File: config.mk
export PLATFORM = sky130hd
export DESIGN_NAME = permutation_rank_unrank_unit
export DESIGN_NICKNAME = d
export VERILOG_FILES = /design/src/rtl/core/prru_pkg.sv /design/src/rtl/core/prru_stage.sv /design/src/rtl/core/permutation_rank_unrank_unit.sv
export SDC_FILE = /design/constraint.sdc
export NUM_CORES = 1
export LEC_CHECK = 0
export ABC_AREA = 1
export BUFFER_PORTS_ARGS = -buffer_cell sky130_fd_sc_hd__buf_4
export CORE_MARGIN = 2
export CORE_UTILIZATION = 25
export CTS_CLUSTER_DIAMETER = 200
export DETAILED_ROUTE_END_ITERATION = 7
export GPL_TIMING_DRIVEN = 0
export SYNTH_ARGS = -nofsm -noshare
export SYNTH_HDL_FRONTEND = slang
export SYNTH_SLANG_ARGS = --single-unit
export TNS_END_PERCENT = 10
File: constraint.sdc
create_clock -name clk -period 13.7 [get_ports clk]
set_input_delay 2.74 -clock clk [delete_from_list [all_inputs] [get_ports clk]]
set_output_delay 2.74 -clock clk [all_outputs]
set_load 0.05 [all_outputs]
File: src/rtl/core/prru_pkg.sv
// ----------------------------------------------------------------------------
// prru_pkg: shared types and constants for the permutation rank/unrank unit
// Holds the item payload structs, the working record that travels down the
// per-position pipeline, and the factorial helper used at elaboration.
// ----------------------------------------------------------------------------
package prru_pkg;

	// Positions carried by one item, element width and rank width.
	localparam int SLOTS  = 8;
	localparam int ELEM_W = 3;
	localparam int RANK_W = 16;

	// Function codes.
	localparam logic FUNC_RANK   = 1'b0;
	localparam logic FUNC_UNRANK = 1'b1;

	typedef logic [ELEM_W-1:0] elem_t;
	typedef elem_t [SLOTS-1:0] elem_vec_t;

	// Input item.
	typedef struct packed {
		logic              func;
		elem_t             perm_0;
		elem_t             perm_1;
		elem_t             perm_2;
		elem_t             perm_3;
		elem_t             perm_4;
		elem_t             perm_5;
		elem_t             perm_6;
		elem_t             perm_7;
		logic [RANK_W-1:0] rank_in;
	} prru_in_t;

	// Result item.
	typedef struct packed {
		logic [RANK_W-1:0] rank_out;
		elem_t             elem_0;
		elem_t             elem_1;
		elem_t             elem_2;
		elem_t             elem_3;
		elem_t             elem_4;
		elem_t             elem_5;
		elem_t             elem_6;
		elem_t             elem_7;
		logic              bad_rank;
	} prru_out_t;

	// Working record of one item inside the pipeline. In rank mode acc is the
	// running rank; in unrank mode it is the remainder still to be decoded.
	typedef struct packed {
		logic              func;
		logic              bad;
		elem_vec_t         perm;
		logic [RANK_W-1:0] acc;
		elem_vec_t         free_list;
		elem_vec_t         elem;
	} prru_work_t;

	// Factorial, evaluated on constants only.
	function automatic int fact(input int k);
		int f;
		f = 1;
		for (int i = 2; i <= k; i++) begin
			f = f * i;
		end
		return f;
	endfunction

endpackage

File: src/rtl/core/prru_stage.sv
// ----------------------------------------------------------------------------
// prru_stage: one position of the rank/unrank pipeline
// Rank mode adds this position's Lehmer digit times its factorial weight.
// Unrank mode extracts the digit by constant compares, emits the chosen free
// element and closes the gap in the free list. One register at the output.
// ----------------------------------------------------------------------------
module prru_stage #(
	parameter int NUM_ACT = 8,
	parameter int POS     = 0
) (
	input  logic                 clk,
	input  logic                 arst_n,
	input  logic                 in_valid,
	input  prru_pkg::prru_work_t in_work,
	input  logic                 nxt_adv,
	output logic                 adv,
	output logic                 valid_s,
	output prru_pkg::prru_work_t work_s
);

	localparam int DIG   = NUM_ACT - 1 - POS;
	localparam int FACT  = prru_pkg::fact(DIG);
	localparam int CMP_W = prru_pkg::RANK_W + 1;

	prru_pkg::prru_work_t nx;

	// Digit logic for this position.
	always_comb begin
		logic [prru_pkg::ELEM_W-1:0] cnt;
		logic [prru_pkg::ELEM_W-1:0] q;
		cnt = '0;
		q   = '0;
		nx  = in_work;
		// Later active elements that are smaller than this one.
		for (int j = 0; j < prru_pkg::SLOTS; j++) begin
			if (j > POS && j < NUM_ACT && in_work.perm[j] < in_work.perm[POS]) begin
				cnt = cnt + 1'b1;
			end
		end
		// Quotient by the factorial weight: count the multiples not above acc.
		for (int m = 1; m < prru_pkg::SLOTS; m++) begin
			if (m <= DIG && {1'b0, in_work.acc} >= CMP_W'(m * FACT)) begin
				q = q + 1'b1;
			end
		end
		if (in_work.func == prru_pkg::FUNC_RANK) begin
			nx.acc = in_work.acc + prru_pkg::RANK_W'(int'(cnt) * FACT);
		end else begin
			nx.acc       = in_work.acc - prru_pkg::RANK_W'(int'(q) * FACT);
			nx.elem[POS] = in_work.free_list[q];
			for (int j = 0; j < prru_pkg::SLOTS - 1; j++) begin
				if (j >= int'(q)) begin
					nx.free_list[j] = in_work.free_list[j+1];
				end
			end
		end
	end

	// The stage moves when it is empty or its successor takes its item.
	assign adv = !valid_s || nxt_adv;

	// Stage register.
	always_ff @(posedge clk or negedge arst_n) begin
		if (!arst_n) begin
			valid_s <= 1'b0;
		end else if (adv) begin
			valid_s <= in_valid;
		end
	end

	always_ff @(posedge clk) begin
		if (adv && in_valid) begin
			work_s <= nx;
		end
	end

endmodule

File: src/rtl/core/permutation_rank_unrank_unit.sv
// ----------------------------------------------------------------------------
// permutation_rank_unrank_unit: permutation to lexicographic rank and back
// Ranks a permutation of NUM_ELEMS elements or rebuilds one from its rank.
// ----------------------------------------------------------------------------
// The unit accepts one item every clock cycle while cmd_stall is low. Each item
// passes through one input register followed by one register stage per
// position, each of which handles one factorial-base digit
// (rank: add digit times weight; unrank: divide by the constant weight through
// compares, pick and remove a free element). Each stage holds its item only
// while the next one is full and stalled, so bubbles close up while the
// result waits. An unrank input at or above the factorial of the active length
// returns bad_rank with all elements zero; rank mode returns zero elements and
// unrank mode a zero rank.
module permutation_rank_unrank_unit #(
	parameter int NUM_ELEMS = 8
) (
	input  logic                clk,
	input  logic                arst_n,
	input  logic                cmd_valid,
	output logic                cmd_stall,
	input  prru_pkg::prru_in_t  cmd,
	output logic                res_valid,
	input  logic                res_stall,
	output prru_pkg::prru_out_t res
);

	localparam int NUM_ACT = (NUM_ELEMS < prru_pkg::SLOTS) ? NUM_ELEMS : prru_pkg::SLOTS;
	localparam int FACT_N  = prru_pkg::fact(NUM_ACT);
	localparam int CMP_W   = prru_pkg::RANK_W + 1;

	logic                 stg_valid [NUM_ACT+1];
	prru_pkg::prru_work_t stg_work  [NUM_ACT+1];
	logic                 stg_adv   [NUM_ACT+2];

	logic                 valid_s0;
	prru_pkg::prru_work_t work_s0;
	prru_pkg::prru_work_t init_work;
	prru_pkg::prru_work_t last_work;

	// Initial working record: range check, identity free list, cleared result.
	always_comb begin
		init_work        = '0;
		init_work.func   = cmd.func;
		init_work.bad    = (cmd.func == prru_pkg::FUNC_UNRANK) &&
			({1'b0, cmd.rank_in} >= CMP_W'(FACT_N));
		init_work.perm[0] = cmd.perm_0;
		init_work.perm[1] = cmd.perm_1;
		init_work.perm[2] = cmd.perm_2;
		init_work.perm[3] = cmd.perm_3;
		init_work.perm[4] = cmd.perm_4;
		init_work.perm[5] = cmd.perm_5;
		init_work.perm[6] = cmd.perm_6;
		init_work.perm[7] = cmd.perm_7;
		init_work.acc    = (cmd.func == prru_pkg::FUNC_UNRANK) ? cmd.rank_in : '0;
		for (int j = 0; j < prru_pkg::SLOTS; j++) begin
			init_work.free_list[j] = prru_pkg::ELEM_W'(j);
		end
	end

	// Input register and its place in the stall chain.
	assign stg_adv[0]          = !valid_s0 || stg_adv[1];
	assign stg_adv[NUM_ACT+1]  = !res_stall;
	assign cmd_stall           = !stg_adv[0];
	assign stg_valid[0]        = valid_s0;
	assign stg_work[0]         = work_s0;

	always_ff @(posedge clk or negedge arst_n) begin
		if (!arst_n) begin
			valid_s0 <= 1'b0;
		end else if (stg_adv[0]) begin
			valid_s0 <= cmd_valid;
		end
	end

	always_ff @(posedge clk) begin
		if (stg_adv[0] && cmd_valid) begin
			work_s0 <= init_work;
		end
	end

	// One stage per active position.
	for (genvar k = 0; k < NUM_ACT; k++) begin : g_pos
		prru_stage #(
			.NUM_ACT (NUM_ACT),
			.POS     (k)
		) u_stage (
			.clk      (clk),
			.arst_n   (arst_n),
			.in_valid (stg_valid[k]),
			.in_work  (stg_work[k]),
			.nxt_adv  (stg_adv[k+2]),
			.adv      (stg_adv[k+1]),
			.valid_s  (stg_valid[k+1]),
			.work_s   (stg_work[k+1])
		);
	end

	// Result formatting from the last stage.
	assign last_work = stg_work[NUM_ACT];
	assign res_valid = stg_valid[NUM_ACT];

	always_comb begin
		logic show;
		show         = (last_work.func == prru_pkg::FUNC_UNRANK) && !last_work.bad;
		res          = '0;
		res.rank_out = (last_work.func == prru_pkg::FUNC_RANK) ? last_work.acc : '0;
		res.bad_rank = (last_work.func == prru_pkg::FUNC_UNRANK) && last_work.bad;
		if (show) begin
			res.elem_0 = last_work.elem[0];
			res.elem_1 = last_work.elem[1];
			res.elem_2 = last_work.elem[2];
			res.elem_3 = last_work.elem[3];
			res.elem_4 = last_work.elem[4];
			res.elem_5 = last_work.elem[5];
			res.elem_6 = last_work.elem[6];
			res.elem_7 = last_work.elem[7];
		end
	end

`ifndef NO_ASSERTIONS
	// The input side only stalls when every stage is full and the result waits.
	a_stall_full: assert property (@(posedge clk) disable iff (!arst_n)
		cmd_stall |-> res_valid && res_stall && valid_s0)
		else $error("input stalled while the pipeline has room");

	// A delivered rank always lies below the factorial of the active length.
	a_rank_range: assert property (@(posedge clk) disable iff (!arst_n)
		res_valid |-> ({1'b0, res.rank_out} < CMP_W'(FACT_N)))
		else $error("rank out of range");

	// An out-of-range unrank gives a zero rank and no elements.
	a_bad_zero: assert property (@(posedge clk) disable iff (!arst_n)
		res_valid && res.bad_rank |-> res.rank_out == '0 && res.elem_0 == '0 &&
			res.elem_1 == '0 && res.elem_7 == '0)
		else $error("bad rank result carries data");

	// An item accepted with a free pipeline shows up in the input register.
	a_enter: assert property (@(posedge clk) disable iff (!arst_n)
		cmd_valid && !cmd_stall |=> valid_s0)
		else $error("accepted item lost at the input register");
`endif

endmodule

After elaboration in Yosys (flattened, before gate mapping). Memory sizes are Yosys's and may differ from the RTL's. A register that Yosys moved wholly into a read port is not among the register bits. Cells that the tools add are included.

Flip-flop bits (word level): 510. Bits in read-only memories: 24. Bits of input ports: 45. Output and inout port bits: 43. Word-level logic and storage cells: 482. Memories: 1.

Add/sub/neg operators: 56. Multiply operators: 10. Magnitude comparators: 106. Mux-type cells: 126. Reductions and logical operators: 34.

Memories: (name not given) (words 8, bits a word 3, rd ports 1, clocked after memory_dff 1, wr ports 0, line prru_stage.sv:50) `nx.elem[POS] = in_work.free_list[q];`.

Operators with widths (number): 2-to-1 mux 3 bit (86); 2-to-1 mux 16 bit (8); adder 3 x 1 -> 3 bit (second input constant) (42); 2-to-1 mux 21 bit (5); < comparator 3 bit (28); adder 16 bit (5); subtractor 16 bit (5); binary-select mux 3 bit (select 3 bit) (6); greater-or-equal comparator 3 bit (first input constant) (18); greater-or-equal comparator 16 x 12 -> 1 bit (second input constant) (3); greater-or-equal comparator 16 x 15 -> 1 bit (second input constant) (3); greater-or-equal comparator 16 x 7 -> 1 bit (second input constant) (3); greater-or-equal comparator 1 x 3 -> 1 bit (first input constant) (13); greater-or-equal comparator 2 x 3 -> 1 bit (first input constant) (12); greater-or-equal comparator 16 x 10 -> 1 bit (second input constant) (2); greater-or-equal comparator 16 x 13 -> 1 bit (second input constant) (2); greater-or-equal comparator 16 x 14 -> 1 bit (second input constant) (2); greater-or-equal comparator 16 bit (second input constant) (2); greater-or-equal comparator 16 x 3 -> 1 bit (second input constant) (2); greater-or-equal comparator 16 x 5 -> 1 bit (second input constant) (2); greater-or-equal comparator 16 x 9 -> 1 bit (second input constant) (2); < comparator 3 x 4 -> 1 bit (second input constant) (6); multiplier 3 x 9 -> 12 bit (second input constant) (2); 2-to-1 mux 24 bit (1); other kinds (18) (72).

Depth between registers and ports, before layout. Gate-level depths: netlist of the first run.

Depth after elaboration: 17. Gate-level depth with buffers: 49. Gate-level depth less buffers: 49.

Hierarchy. From an unflattened synthesis of the first run, not the netlist that was laid out.

Cells, all modules: 3947. Area, all modules: 40672.8 um^2.

By module, submodules not included: prru_stage at g_pos[0].u_stage (instances 1, cells an instance 721, area each 6329.8 um^2); prru_stage at g_pos[1].u_stage (instances 1, cells an instance 632, area each 5711.7 um^2); prru_stage at g_pos[2].u_stage (instances 1, cells an instance 550, area each 5417.7 um^2); prru_stage at g_pos[3].u_stage (instances 1, cells an instance 471, area each 4949.7 um^2); prru_stage at g_pos[4].u_stage (instances 1, cells an instance 444, area each 4748.3 um^2); prru_stage at g_pos[5].u_stage (instances 1, cells an instance 395, area each 4259.1 um^2); prru_stage at g_pos[6].u_stage (instances 1, cells an instance 378, area each 4117.7 um^2); prru_stage at g_pos[7].u_stage (instances 1, cells an instance 173, area each 3113.0 um^2); permutation_rank_unrank_unit (instances 1, cells an instance 183, area each 2025.7 um^2).

Least setup slack after synthesis of the first run. No wires, ideal clock.

Kind: input-to-output. Start point: input res_stall. End point: output cmd_stall. Arrival time: 4561 ps. Data required time: 10960 ps. Setup slack: 6399 ps. Stages: 16. Buffers on the path: 0. Path through: nand2_1 -> nor2_1 -> inv_1 -> nor2_1 -> inv_1 -> nor2_1 -> inv_1 -> nor2_1 -> inv_1 -> nor2_1 -> inv_1 -> nor2_1 -> inv_1 -> nor2_1 -> inv_1 -> nor2_1.

Cells in the longest elaborated chain, start to end: 11.

Ends and longest elaborated chain: from (decl) (line permutation_rank_unrank_unit.sv:23) `input logic res_stall,`; zero test 1 bit (line permutation_rank_unrank_unit.sv:62) `assign stg_adv[NUM_ACT+1] = !res_stall;`; logical OR 1 bit (8 in a row) (line prru_stage.sv:60) `assign adv = !valid_s || nxt_adv;`; logical OR 1 bit (line permutation_rank_unrank_unit.sv:61) `assign stg_adv[0] = !valid_s0 || stg_adv[1];`; zero test 1 bit (line permutation_rank_unrank_unit.sv:63) `assign cmd_stall = !stg_adv[0];`; to (decl) (line permutation_rank_unrank_unit.sv:20) `output logic cmd_stall,`.

No other way between the ends.

==> impl_summary.txt, run 1 <==
----------------------------------------------------
[Clock tree]
  Clk slew on worst S/H paths ... 0.07 ns
  Clock tree from TritonCTS ... yes
  CTS H-Tree Depth ... 2
  Number of buffers between clock root and the deepest sink ... 3
  CTS Root Buffer Type ... clkbuf_16
  Post-CTS setup buffers ... 0
  Clock latency on the worst-skew pair ... 0.59 ns
  Number of buffers added by the clock tree synthesis step ... 49
  Resized Gates After CTS ... 0
  Number of buffers inserted by hold repair at cts ... 0
  Clock sink count ... 463

[Drt]
  Detailed Route WL ... 52,540 um
  Number of DRC markers in iteration 0 ... 904
  Number of detailed-route iterations in the first pass ... 8
  Vias per Instance ... 4.188
  Via count of the routed design ... 18,170
  Mean routed wirelength per cell ... 12.11 um
  Post-DRT Antenna Nets ... 0
  Remaining DRCs ... 0

[Yosys]
  Top cells by area, synth ... edfxtp_1 (50%), ha_1 (13%), nand2_1 (6.5%), inv_1 (6.2%), a21oi_1 (3.1%)
  Yosys Warn Count ... 0
  Number of instances in the synthesized netlist ... 2,738
  Fraction of synthesis flops using an asynchronous set or reset pin ... 1.944%
  Register bit count reported by yosys ... 463
  Number of enable-type register cells in the synthesized netlist ... 454
  Mapped cell area ... 27,280 um^2
  Commonest cells in the synthesized netlist ... nand2_1 (471), edfxtp_1 (454), inv_1 (450)
  Number of distinct standard cells referenced by the synthesized netlist ... 60
  Area share of the largest cell type after synthesis ... 49.97%
  Syn Area/Cell ... 9.964 um^2
  Proportion of synthesized chip area in sequential cells ... 50.80%
  Post-synth top area cell ... edfxtp_1
  Most frequently used cell type in the post-synthesis netlist ... nand2_1
  Primary flip-flop cell chosen by synthesis mapping ... edfxtp_1
  Number of nets produced by synthesis ... 3,085

[Placed design]
  Total half-perimeter wirelength after legalization and detailed placement ... 41,160 um
  Weighted congestion reported at the end of routability-driven placement ... 0.8630
  Number of buffers added on ports ... 87

[Die]
  Floorplan die area ... 111,800 um^2
  Die boundary width ... 334.3 um
  Area of the core ... 108,600 um^2
  Boundary Pins ... 88
  Number of standard-cell rows in the floorplan ... 121
  Die span in y ... 334.3 um
  Initial core utilization ... 25.13%

[Final layout]
  Inserted Diodes ... 0
  Number of fill cells in the layout ... 11,180
  Share of post-route cells with drive strength above 1 ... 8.858%
  Register area ... 13,860 um^2
  Multi-input logic area ... 11,650 um^2
  Area delta synth->final ... 15.90%
  Net total in the final layout ... 3,232

[Setup path]
  Worst Setup End Kind ... flip-flop
  CP dominant cell by count ... nand2_1
  Worst setup slack for register-to-register paths ... 5.72 ns
  Maximum fanout along the worst path ... 7
  Required time at the endpoint of the critical path ... 14.04 ns
  Sum of buffers and inverters on the critical path ... 6
  Sort of element at the start of the critical path ... flip-flop
  Top delay family on crit path ... adder cells
  Highest-delay cell along the critical path ... xnor2_1
  Delay contributed by the slowest stage of the critical path ... 0.62 ns
  Endpoint arrival time on the critical path ... 8.32 ns
  Startpoint-to-endpoint class of the critical path ... flip-flop to flip-flop

[Hold path]
  Worst hold-check path type ... flip-flop to flip-flop

[Global route]
  Maximum number of pins on one net before global-route repair ... 47
  Global router's overall resource usage ... 9.504%
  Initial antenna violation count ... 0
  Via count of the first global-routing pass ... 17,970
  First-pass GRT wire length ... 87,500 um
  GRT Residual Overflow ... 0

[STA]
  Setup violation total in the final timing report ... 0
  Setup_tns ... 0 ns
  Max transition margin ... 41.07%
  Clock skew after layout ... 0.01828 ns
  Tcrit/Tclk final ... 58.27%
  Setup repair after global routing missed its margin ... no
  Minimum clock period after layout ... 7.984 ns
  Count of final max-slew check failures ... 0
  Hold Fails Final Rpt ... 0
  Maximum frequency from static timing analysis ... 0.1253 GHz
  Slew of the pin with the lowest slew margin ... 0.8781 ns

[Run]
  Number of max-cap violations ... 0

[Outcome]
  Run status ... completed

----------------------------------------------------
placed cells by master (no fill, tap or decap), types with 11 or more instances in the layout:
| cell | instances |
|---|---|
| nand2_1 | 471 |
| edfxtp_1 | 454 |
| inv_1 | 446 |
| ha_1 | 273 |
| nor2_1 | 205 |
| a21oi_1 | 166 |
| o21ai_0 | 153 |
| nand3_1 | 114 |
| xor2_1 | 89 |
| buf_4 | 87 |
| clkbuf_16 | 50 |
| xnor2_1 | 30 |
| fa_1 | 29 |
| or2_2 | 28 |
| clkbuf_1 | 25 |
| o211ai_1 | 23 |
| a31oi_1 | 22 |
| nor3_1 | 22 |
| nand4_1 | 17 |
| nor4_1 | 15 |
| o31ai_1 | 15 |
| inv_2 | 12 |
| o21ai_1 | 11 |
| nand2_2 | 11 |
final timing paths:
kind	start	endpoint	depth (start not counted)
worst max-delay path	stg_work[786]	g_pos[0].u_stage.work_s[63]	45
worst min-delay path	g_pos[1].u_stage.work_s[49]	g_pos[2].u_stage.work_s[49]	0
worst max register to register	stg_work[786]	g_pos[0].u_stage.work_s[63]	45
worst min register to register	g_pos[1].u_stage.work_s[49]	g_pos[2].u_stage.work_s[49]	0
max in group asynchronous	arst_n	g_pos[1].u_stage.valid_s	1
min in group asynchronous	arst_n	g_pos[7].u_stage.valid_s	1
per-layer routing:
layer / share of wire, % / vias up / track usage [%] / wire length [um]
li1: - / 9568 / - / -
met1: 45 / 8285 / 11.41 / 23510
met2: 49 / 227 / 17.19 / 25920
met3: 3.3 / 87 / 1.566 / 1728
met4: 2.6 / 0 / 3.048 / 1388
met5: 0 / - / 0 / 0
final cells by class:
| type | count | area share, % |
|---|---|---|
| sequential | 463 | 43.83 |
| multi-input combinational | 1794 | 36.85 |
| tap | 1414 | 5.595 |
| inverter | 460 | 5.468 |
| clock buffer | 58 | 4.052 |
| timing repair buffer | 96 | 2.635 |
| clock inverter | 32 | 1.310 |
| buffer | 21 | 0.2611 |
cells by family (layout without fill, tap and decap cells):
group	Yosys count	count (layout)	synth area share, %
simple gates	919	919	14.40
buf+inv	481	667	6.641
flops	463	463	50.80
compound gates	446	446	9.282
fa+ha+maj	302	302	14.65
xor+xnor	124	124	4.118
mux	3	3	0.1192
state kept, by name (all words and copies together) (netlist names):
register,count
stg_work,42
g_pos.u_stage.valid_s,8
g_pos.u_stage.work_s,412
valid_s0,1
metrics by stage:
stage               area, um^2  worst slack (ns)  std cells  util [%]  hold slack (ns)
floorplan                27280             6.399       2738         -           0.4003
global placement         29700             5.724       4239     27.36           0.4001
detailed placement       29930             5.667       4248     27.57           0.4045
CTS                      31620             5.586       4338     29.13           0.4083
global route             31620             4.847       4338     29.13           0.4191
finish                   31620             5.716       4338     29.13           0.4080
Power of run 1 is not shown: default switching activity piles up to over one toggle a cycle in this logic, so the estimate is an artifact.
==> inputs of run 2 (changes only) <==
--- a/config.mk
+++ b/config.mk
@@ -5,7 +5,7 @@
 export SDC_FILE = /design/constraint.sdc
 export NUM_CORES = 1
 export LEC_CHECK = 0
-export ABC_AREA = 1
+export ABC_AREA = 0
 export BUFFER_PORTS_ARGS = -buffer_cell sky130_fd_sc_hd__buf_4
 export CORE_MARGIN = 2
 export CORE_UTILIZATION = 25
==> constraint.sdc (replaced) <==
create_clock -name clk -period 7.18 [get_ports clk]
set_input_delay 1.436 -clock clk [delete_from_list [all_inputs] [get_ports clk]]
set_output_delay 1.436 -clock clk [all_outputs]
set_load 0.05 [all_outputs]
==> run 2 against run 1 <==
Compared with the run above:
- the run now ends with setup timing left
- worst hold slack worse by 0.011 ns
- sequential share of layout area is 1.4 points lower
- non-clock buffer count is 79 higher
==> impl_summary.txt, run 2 <==
----------------------------------------------------
[Drt]
  Detailed Route WL ... 51,640 um
  Number of detailed-route iterations in the first pass ... 4
  Remaining DRCs ... 0
  Mean routed wirelength per cell ... 13.43 um
  Post-DRT Antenna Nets ... 0
  Via count of the routed design ... 16,290
  Vias per Instance ... 4.237
  Number of DRC markers in iteration 0 ... 805

[Final layout]
  Number of fill cells in the layout ... 10,710
  Largest register by flop count ... g_pos.u_stage.work_s
  Commonest cells after routing, fill and taps aside ... edfxtp_1 (454), ha_1 (243), inv_1 (162)
  Most common cell after layout, fill and taps aside ... edfxtp_1
  Area delta synth->final ... 22.04%
  Flip-flop count of the largest register, all copies and words added ... 412
  Net total in the final layout ... 2,748
  Share of post-route cells with drive strength above 1 ... 20.65%

[Yosys]
  Top cells by area, synth ... edfxtp_1 (51%), ha_1 (13%), xnor2_1 (3.3%), mux2_2 (2.7%), inv_1 (2.5%)
  Primary flip-flop cell chosen by synthesis mapping ... edfxtp_1
  Syn Area/Cell ... 12.29 um^2
  Number of nets produced by synthesis ... 2,525
  Number of instances in the synthesized netlist ... 2,178
  Yosys Warn Count ... 0
  Mapped cell area ... 26,760 um^2
  Commonest cells in the synthesized netlist ... edfxtp_1 (454), ha_1 (273), inv_1 (176)
  Most frequently used cell type in the post-synthesis netlist ... edfxtp_1
  Proportion of synthesized chip area in sequential cells ... 51.79%
  Post-synth top area cell ... edfxtp_1
  Area share of the largest cell type after synthesis ... 50.95%
  Number of distinct standard cells referenced by the synthesized netlist ... 80
  Register bit count reported by yosys ... 463
  Fraction of synthesis flops using an asynchronous set or reset pin ... 1.944%
  Number of enable-type register cells in the synthesized netlist ... 454

[STA]
  Setup repair after global routing missed its margin ... yes
  Tcrit/Tclk final ... 100.3%
  Count of final max-slew check failures ... 0
  Worst setup margin ... -0.01874 ns
  Maximum frequency from static timing analysis ... 0.1389 GHz
  Setup_tns ... -0.01874 ns
  Clock skew after layout ... 0.03507 ns
  Max transition margin ... 37.09%
  Slew of the pin with the lowest slew margin ... 0.9174 ns
  Hold Fails Final Rpt ... 0
  Setup violation total in the final timing report ... 1
  Minimum clock period after layout ... 7.199 ns

[Die]
  Die span in y ... 331.2 um
  Number of standard-cell rows in the floorplan ... 120
  Die boundary width ... 331.2 um
  Area of the core ... 106,600 um^2
  Floorplan die area ... 109,700 um^2
  Boundary Pins ... 88
  Initial core utilization ... 25.10%

[Setup path]
  Sort of element at the start of the critical path ... flip-flop
  Maximum fanout along the worst path ... 5
  CP dominant cell by count ... ha_4
  Startpoint-to-endpoint class of the critical path ... flip-flop to flip-flop
  Highest-delay cell along the critical path ... or4_4
  Worst Setup End Kind ... flip-flop
  Endpoint arrival time on the critical path ... 7.53 ns
  Required time at the endpoint of the critical path ... 7.51 ns
  Delay contributed by the slowest stage of the critical path ... 0.43 ns

[Global route]
  Initial antenna violation count ... 1
  Via count of the first global-routing pass ... 16,710
  GRT Residual Overflow ... 0
  Maximum number of pins on one net before global-route repair ... 43
  Global router's overall resource usage ... 9.416%
  First-pass GRT wire length ... 84,120 um

[Clock tree]
  Clock sink count ... 463
  Clk slew on worst S/H paths ... 0.06 ns
  Number of buffers added by the clock tree synthesis step ... 49
  Number of buffers between clock root and the deepest sink ... 3
  Clock tree from TritonCTS ... yes
  CTS H-Tree Depth ... 2
  CTS Root Buffer Type ... clkbuf_16
  Clock latency on the worst-skew pair ... 0.62 ns
  Number of buffers inserted by hold repair at cts ... 0

[Outcome]
  Run status ... complete, but fails checks
  Violated checks ... setup timing

[Placed design]
  Weighted congestion reported at the end of routability-driven placement ... 0.8279
  Total half-perimeter wirelength after legalization and detailed placement ... 38,400 um
  Number of buffers added on ports ... 87

[Hold path]
  Worst hold-check path type ... flip-flop to flip-flop

[Run]
  Number of max-cap violations ... 0

----------------------------------------------------
[run 2: cell types whose count changed in the layout (fill, tap and decap cells not counted), sizes merged, moves of 76 or more]
| cell | before | now |
|---|---|---|
| buf | 100 | 176 |
| o21ai | 170 | 89 |
| inv | 463 | 181 |
| nor2 | 214 | 111 |
| nand2 | 485 | 155 |
| nand3 | 115 | 39 |
[run 2: path summary, 6_finish.rpt]
kind / startpoint / end / slack [ns] / cells past startpoint
worst max-delay path: stg_work[785] / g_pos[0].u_stage.work_s[63] / -0.02 / 38
worst min-delay path: g_pos[2].u_stage.work_s[3] / g_pos[3].u_stage.work_s[3] / 0.40 / 0
worst max register to register: stg_work[785] / g_pos[0].u_stage.work_s[63] / -0.02 / 38
worst min register to register: g_pos[2].u_stage.work_s[3] / g_pos[3].u_stage.work_s[3] / 0.40 / 0
max in group asynchronous: arst_n / g_pos[3].u_stage.valid_s / 6.38 / 1
min in group asynchronous: arst_n / g_pos[4].u_stage.valid_s / 0.65 / 1
[run 2: timing repair]
| item | CTS | global route |
|---|---|---|
| setup buffers | 58 | 19 |
| pin swaps | 52 | 60 |
| setup endpoints to repair | 13 | 13 |
| resized for setup | 69 | 80 |
[run 2: layout make-up]
type	instances	area (um^2)	area share (%)
Antenna cell	1	2.502	0.007663
Buffer	23	93.84	0.2874
Clock buffer	54	1245	3.812
Clock inverter	37	470.5	1.441
Inverter	180	684.4	2.096
Multi-Input combinational cell	1511	13090	40.08
Sequential cell	463	13860	42.44
Tap cell	1403	1755	5.375
Timing Repair Buffer	173	1458	4.464
[run 2: per-layer routing]
| layer | global-route usage [%] | share of wire (%) | up-vias | routed length [um] |
|---|---|---|---|---|
| met5 | 0 | 0 | - | 0 |
| met4 | 2.291 | 1.7 | 0 | 881 |
| met3 | 1.732 | 3.5 | 70 | 1814 |
| met2 | 17.25 | 51 | 185 | 26330 |
| met1 | 11.31 | 44 | 7699 | 22610 |
| li1 | - | - | 8338 | - |
[run 2: kinds of logic (layout without fill, tap and decap cells)]
family	after synthesis	in the layout	synth area share, %
flip-flops	463	463	51.79
adder cells (fa/ha/maj)	302	302	14.94
XOR/XNOR	155	155	5.560
AO/OA/AOI/OAI	397	397	9.894
multiplexers	94	94	4.325
other	0	1	0
AND/OR/NAND/NOR	563	563	10.62
buffers and inverters	204	467	2.871
[run 2: worst max-delay path: cells and delay by family (launching register included)]
family / cells / cell delay (ns)
compound gates: 7 / 1.15
buf+inv: 3 / 0.24
flops: 1 / 0.37
fa+ha+maj: 8 / 1.84
simple gates: 12 / 1.82
mux: 3 / 0.73
xor+xnor: 5 / 0.77
[run 2: stage by stage]
| stage | std cells | worst slack (ns) | util [%] | area [um^2] | hold WS (ns) |
|---|---|---|---|---|---|
| global route | 3844 | -0.4007 | 30.63 | 32650 | 0.4043 |
| floorplan | 2178 | -0.07521 | - | 26980 | 0.4003 |
| detailed placement | 3677 | -1.105 | 27.77 | 29600 | 0.4045 |
| finish | 3845 | -0.01874 | 30.63 | 32660 | 0.3974 |
| global placement | 3668 | -0.9798 | 27.57 | 29390 | 0.4006 |
| CTS | 3825 | -0.05709 | 30.15 | 32140 | 0.3962 |
Power of run 2 is left out for the same reason.
